File: src/hw/rtl/assert_macros.svh
// Assertion macros used by the back end of the vertex lighting block.
`ifndef ASSERT_MACROS_SVH
`define ASSERT_MACROS_SVH

// Property that must hold at every clock edge outside reset.
`define ASSERT_ALWAYS(name, prop, msg) \
  name: assert property (@(posedge clk_i) disable iff (!rst_ni) (prop)) else $error(msg);

// Condition that must never be true outside reset.
`define ASSERT_NEVER(name, cond, msg) \
  `ASSERT_ALWAYS(name, !(cond), msg)

`endif

File: src/hw/rtl/plva_pkg.sv
// Shared widths, register codes and beat types of the vertex lighting block.
package plva_pkg;

  localparam int IDX_W        = 12;
  localparam int VERTEX_COUNT = 4096;
  localparam int POS_W        = 24;
  localparam int NRM_W        = 16;
  localparam int RNG_W        = 23;
  localparam int COL_W        = 8;

  // Arithmetic widths.
  localparam int DIFF_W  = POS_W + 1;
  localparam int DIST2_W = 2 * RNG_W;
  localparam int ROOT_W  = RNG_W;
  localparam int LN_W    = NRM_W;
  localparam int NUM_W   = DIST2_W + 16;
  localparam int DIVD_W  = DIST2_W;
  localparam int QUO_W   = 19;
  localparam int SQRT_LAT = ROOT_W;
  localparam int DIV_LAT  = QUO_W;

  // Queue between the front and the back.
  localparam int QDEPTH = 4;
  localparam int QPTR_W = 2;
  localparam int QCNT_W = 3;

  localparam int CFG_IDX_W  = 3;
  localparam int CFG_DATA_W = 24;

  typedef enum logic [CFG_IDX_W-1:0] {
    REG_OFS_X,
    REG_OFS_Y,
    REG_OFS_Z,
    REG_RANGE,
    REG_RED,
    REG_GREEN,
    REG_BLUE
  } cfg_reg_e;

  typedef struct packed {
    logic signed [POS_W-1:0] ofs_x;
    logic signed [POS_W-1:0] ofs_y;
    logic signed [POS_W-1:0] ofs_z;
    logic [RNG_W-1:0]        range;
    logic [COL_W-1:0]        red;
    logic [COL_W-1:0]        green;
    logic [COL_W-1:0]        blue;
  } light_cfg_t;

  // Classified vertex handed from the front to the back.
  typedef struct packed {
    logic [IDX_W-1:0] idx;
    logic             lit;
    logic [COL_W-1:0] add_r;
    logic [COL_W-1:0] add_g;
    logic [COL_W-1:0] add_b;
  } lit_item_t;

  // Result beat.
  typedef struct packed {
    logic [IDX_W-1:0] idx;
    logic [COL_W-1:0] red;
    logic [COL_W-1:0] green;
    logic [COL_W-1:0] blue;
    logic             lit;
  } color_item_t;

endpackage

File: src/hw/rtl/plva_queue.sv
// Short queue of classified vertices between the front and the back.
module plva_queue (
  input  logic                 clk_i,
  input  logic                 rst_ni,
  input  logic                 push_i,
  input  plva_pkg::lit_item_t  item_i,
  output logic                 full_o,
  input  logic                 pop_i,
  output logic                 empty_o,
  output plva_pkg::lit_item_t  item_o
);
  import plva_pkg::*;

  lit_item_t         slot_q [QDEPTH];
  logic [QPTR_W-1:0] wp_q, rp_q;
  logic [QCNT_W-1:0] cnt_q;

  assign full_o  = (cnt_q == QCNT_W'(QDEPTH));
  assign empty_o = (cnt_q == '0);
  assign item_o  = slot_q[rp_q];

  always_ff @(posedge clk_i or negedge rst_ni) begin
    if (!rst_ni) begin
      wp_q  <= '0;
      rp_q  <= '0;
      cnt_q <= '0;
    end else begin
      if (push_i) wp_q <= wp_q + 1'b1;
      if (pop_i) rp_q <= rp_q + 1'b1;
      if (push_i && !pop_i) begin
        cnt_q <= cnt_q + 1'b1;
      end else if (pop_i && !push_i) begin
        cnt_q <= cnt_q - 1'b1;
      end
    end
  end

  always_ff @(posedge clk_i) begin
    if (push_i) slot_q[wp_q] <= item_i;
  end

endmodule

File: config.mk
export PLATFORM = sky130hd
export DESIGN_NAME = plva_queue
export DESIGN_NICKNAME = d
export VERILOG_FILES = /design/src/hw/rtl/assert_macros.svh /design/src/hw/rtl/plva_pkg.sv /design/src/hw/rtl/plva_queue.sv
export SDC_FILE = /design/constraint.sdc
export NUM_CORES = 1
export LEC_CHECK = 0
export BUFFER_PORTS_ARGS = -buffer_cell sky130_fd_sc_hd__buf_2
export CAP_MARGIN = 20
export CORE_ASPECT_RATIO = 1.75
export CORE_MARGIN = 3
export CORE_UTILIZATION = 30
export CTS_CLUSTER_DIAMETER = 40
export DETAILED_ROUTE_END_ITERATION = 10
export HOLD_SLACK_MARGIN = 0.12
export SYNTH_ARGS = -nofsm -noshare
export SYNTH_HDL_FRONTEND = slang
export SYNTH_SLANG_ARGS = --single-unit
File: constraint.sdc
create_clock -name clk_i -period 4.6 [get_ports clk_i]
set_input_delay 0.46 -clock clk_i [delete_from_list [all_inputs] [get_ports clk_i]]
set_output_delay 0.46 -clock clk_i [all_outputs]
set_load 0.02 [all_outputs]
==> Word-level counts from Yosys, hierarchy flattened <==
Memories as Yosys holds them, arrays and structs flattened.
Index checks and enable logic that the tools add are counted.
{ "classes": {"shifts": 0, "bitwise": 0, "mux": 4, "reduce_logical": 6, "div_mod_pow": 0, "n_addsub": 4, "magnitude_cmp": 0, "mul": 0, "n_eq_ne": 1} }
{ "ops": {"columns": ["cell", "count"], "rows": [
  ["$mux 3", 2],
  ["$add 2x1->2 const B", 2],
  ["$add 3x1->3 const B", 1],
  ["$eq 3x3->1 const B", 1],
  ["$logic_not 3->1", 1],
  ["$sub 3x1->3 const B", 1],
  ["$logic_and 1x1->1", 2],
  ["$logic_not 1->1", 2],
  ["$mux 1", 2],
  ["$reduce_bool 2->1", 1]
]} }
{ "word_totals": {"input_bits": 41, "mem_count": 1, "register_bits": 7, "latchBits": 0, "ramBits": 148, "romBits": 0, "wordCells": 19, "out_inout_bits": 39} }
{ "memory_table": {"columns": ["name", "words", "word_bits", "rd", "rd_ports_with_merged_regs", "wr", "line_no", "text"], "rows": [
  ["slot_q", 4, 37, 1, 0, 1, "plva_queue.sv:14", "lit_item_t slot_q [QDEPTH];"]
]} }

==> Depth between registers and ports, before layout <==
{ "depth": {"depth_word": 4, "ltp_mapped": 7, "ltp_nobuf": 7} }

==> Worst setup path before layout <==
Ideal clock, no wire load.
{ "synth_timing": {"kind": "register -> register", "from": "reg wp_q[0]", "to": "mem slot_q[2][0] (netlist name), enable pin", "path_slack_ps": 2686, "t_required_ps": 4202, "setup_ps": 398, "arrival_ps": 1516, "n_path_buf": 0, "period_less_slack_ps": 1914, "path_stages_with_launch": 4, "cell_sequence": "dfrtp_1 > inv_1 > ha_1 > and2_1"} }
{ "synth_lines": {"columns": ["element", "line_no", "text"], "rows": [
  ["start, declared", "plva_queue.sv:15", "logic [QPTR_W-1:0] wp_q, rp_q;"],
  ["start signal, assigned", "plva_queue.sv:28", "if (push_i) wp_q <= wp_q + 1'b1;"],
  ["end, declared", "plva_queue.sv:14", null]
]} }
No word-level cell before the write port.

==> impl_metrics.json <==
{
  "hold-path-cell-count": 1,
  "drv_slew": 0,
  "synth-simple-area-share_pct": 0.8525,
  "antennaDiodeCount": 0,
  "worst-path-stages": 3,
  "cts_root_buffer": "clkbuf_16",
  "hold_violations": 0,
  "max_slew.worst_pin.slew_ns": 1.081,
  "clock_latency_ns": 0.42,
  "synthAdderAreaFrac_pct": 1.443,
  "postSynthCellCount": 227,
  "crit_path_cell_trace": "buf_4 -> mux4_2 -> buf_2",
  "p_switching_mw": 1.481,
  "slowest_delay_ns": 0.94,
  "required_ns": 4.14,
  "synth_mux_area_share_pct": 14.75,
  "io_buffers": 79,
  "grt_first_pass_wirelength_um": 16240,
  "area_growth_pct": 21.99,
  "critPathSlowestCell": "dfrtp_2",
  "dp_cells": 537,
  "cts_resized": 0,
  "setup_viol": 0,
  "cts_hold_buf": 1,
  "ys_seq_elements": 155,
  "fp-row-count": 66,
  "crit_fanout": 25,
  "synth_area_leader_cell": "edfxtp_1",
  "post-route-min-period_ns": 2.990,
  "h-tree-depth": 4,
  "postSynthAreaPerCell_um2": 25.22,
  "first_iter_violations": 92,
  "globalplace.congestion": 0.7022,
  "die_w_um": 110.4,
  "final_common_cell": "edfxtp_1",
  "path_clk_slew_ns": 0.07,
  "critPathLaunchType": "flop",
  "final_cell_mix": "148 x edfxtp_1, 79 x buf_2, 37 x mux4_2, 17 x clkbuf_16, 6 x inv_6",
  "fin_cells": 572,
  "antenna_found_initial": 1,
  "synth_compound_area_share_pct": 0.08743,
  "drc": 0,
  "grt_max_degree": 39,
  "power_density_mw_per_mm2": 660.4,
  "fin_nets": 368,
  "numCtsBuffers": 17,
  "synth_top_family_by_area": "multiplexers",
  "syn-num-nets": 274,
  "synthTopCellsByArea": "edfxtp_1 78%, mux4_2 15%, dfrtp_1 3.1%, ha_1 1.1%, xor2_1 0.61%",
  "routed_wl_um": 10280,
  "ios": 80,
  "post-cts-setup-buffer-count": 0,
  "max_slew_margin_pct": 27.92,
  "path_buf_inv": 2,
  "combinationalPowerShare_pct": 27.3,
  "vias": 2503,
  "grt_overflow": 0,
  "clockBufferDepth": 2,
  "grt_usage_pct": 10.57,
  "die_area_mm2": 0.02084,
  "firstDrtPassIters": 4,
  "status": "complete, no violations",
  "ys_types": 19,
  "clock_skew_ns": 0.01229,
  "intPower_mw": 3.131,
  "synth-xor-area-share_pct": 0.9180,
  "power_leakage_nw": 2.390,
  "wire_per_inst_um": 17.98,
  "drive_gt1_share_pct": 47.31,
  "syn_area_mm2": 0.005724,
  "reg2regPathDepth": 3,
  "path_class": "reg -> out",
  "drv_cap": 0,
  "cp_top_family": "flip-flops",
  "ys_seq_area_share_pct": 80.70,
  "max_freq_ghz": 0.3344,
  "crit_path_end_kind": "primary output",
  "cp_data_arrival_time_ns": 2.53,
  "swShare_pct": 32.11,
  "rsz0062_at_grt": "no",
  "power_frac_seq_pct": 44.8,
  "cts_tree": "yes",
  "via_per_inst": 4.376,
  "worstHoldPathType": "in -> reg",
  "initial_core_util_pct": 30.67,
  "yosys_warnings": 0,
  "peakVddDrop_mv": 0.2959,
  "ant_nets": 0,
  "yosysTopAreaCellShare_pct": 77.64,
  "die_y_um": 188.7,
  "grt_pass1_vias": 2894,
  "p_clk_share_pct": 27.9,
  "cts.sink_count": 155,
  "post-route-period-util_pct": 65.00,
  "hpwlAfterDp_um": 6321,
  "coreArea_mm2": 0.01866,
  "fin_setup_tns_ns": 0
}
## logic make-up after synthesis
group / count (synthesis)
flip-flops: 155
multiplexers: 38
buffers and inverters: 12
AND/OR/NAND/NOR: 9
XOR/XNOR: 6
adder cells (fa/ha/maj): 6
AO/OA/AOI/OAI: 1
## path summary, 6_finish.rpt
kind                                  from             to  slack, ns
worst min-delay path            item_i[20]  slot_q[0][20]       0.26
worst max-delay path               rp_q[0]     item_o[14]       1.61
worst min register to register    cnt_q[2]       cnt_q[2]       0.51
max in group asynchronous           rst_ni        rp_q[0]       4.03
worst max register to register     wp_q[0]  slot_q[2][29]       2.71
min in group asynchronous           rst_ni       cnt_q[2]       0.39
## power groups by stage
stage | Combinational [mW] | Sequential, mW | Clock (mW)
final | 1.26 | 2.06 | 1.29
after global routing | 1.36 | 2.12 | 1.39
after CTS | 1.28 | 2.09 | 1.32
after detailed placement | 1.28 | 2.12 | 0
after global placement | 1.26 | 2.10 | 0
after floorplan | 1.01 | 1.94 | 0
## layer usage
metal / wire length, um / vias to the layer above / track usage [%] / part of all wire, %
met1: 3726 / 1297 / 10.89 / 36
met4: 214 / 2 / 5.548 / 2.1
met2: 5985 / 45 / 19.39 / 58
met5: 13 / - / 0 / 0.13
met3: 343 / 14 / 2.796 / 3.3
li1: - / 1145 / - / -
## per-stage QoR
step / utilization [%] / area [um2] / total power, mW / worst slack (ns) / hold slack (ns)
finish: 37.42 / 6983 / 4.612 / 1.610 / 0.2560
detailed placement: 34.16 / 6376 / 3.395 / 1.934 / 0.3057
CTS: 37.20 / 6943 / 4.691 / 1.469 / 0.2339
floorplan: - / 5724 / 2.948 / 2.686 / 0.1644
global placement: 34.16 / 6376 / 3.355 / 1.949 / 0.2993
global route: 37.42 / 6983 / 4.859 / 1.363 / 0.2473
## sequential cells by signal (all words and copies together) (netlist names)
register,count
slot_q,148
wp_q,2
rp_q,2
cnt_q,3
## synth_stat cells (all sizes together)
cell / instances
mux2: 1
nand2: 2
mux4: 37
o21ai: 1
xor2: 4
dfrtp: 7
xnor2: 2
nor3: 1
inv: 4
ha: 5
edfxtp: 148
and2: 4
fa: 1
clkbuf: 1
buf: 7
nor2: 1
nor3b: 1
## layout make-up
type | instances | area (um2)
inverters | 4 | 15.01
multi-input cells | 60 | 1039
well taps | 238 | 297.8
fillers | 1732 | 11680
clock inverters | 15 | 131.4
clock buffers | 17 | 425.4
flip-flops and latches | 155 | 4622
repair buffers | 83 | 452.9
## worst register-to-register path: stages, from the launching register on
cell and delay, ns:
dfrtp_1 0.43, inv_1 0.10, ha_1 0.13, and2_2 0.83
Note: power is estimated with default switching activity, not from simulation.
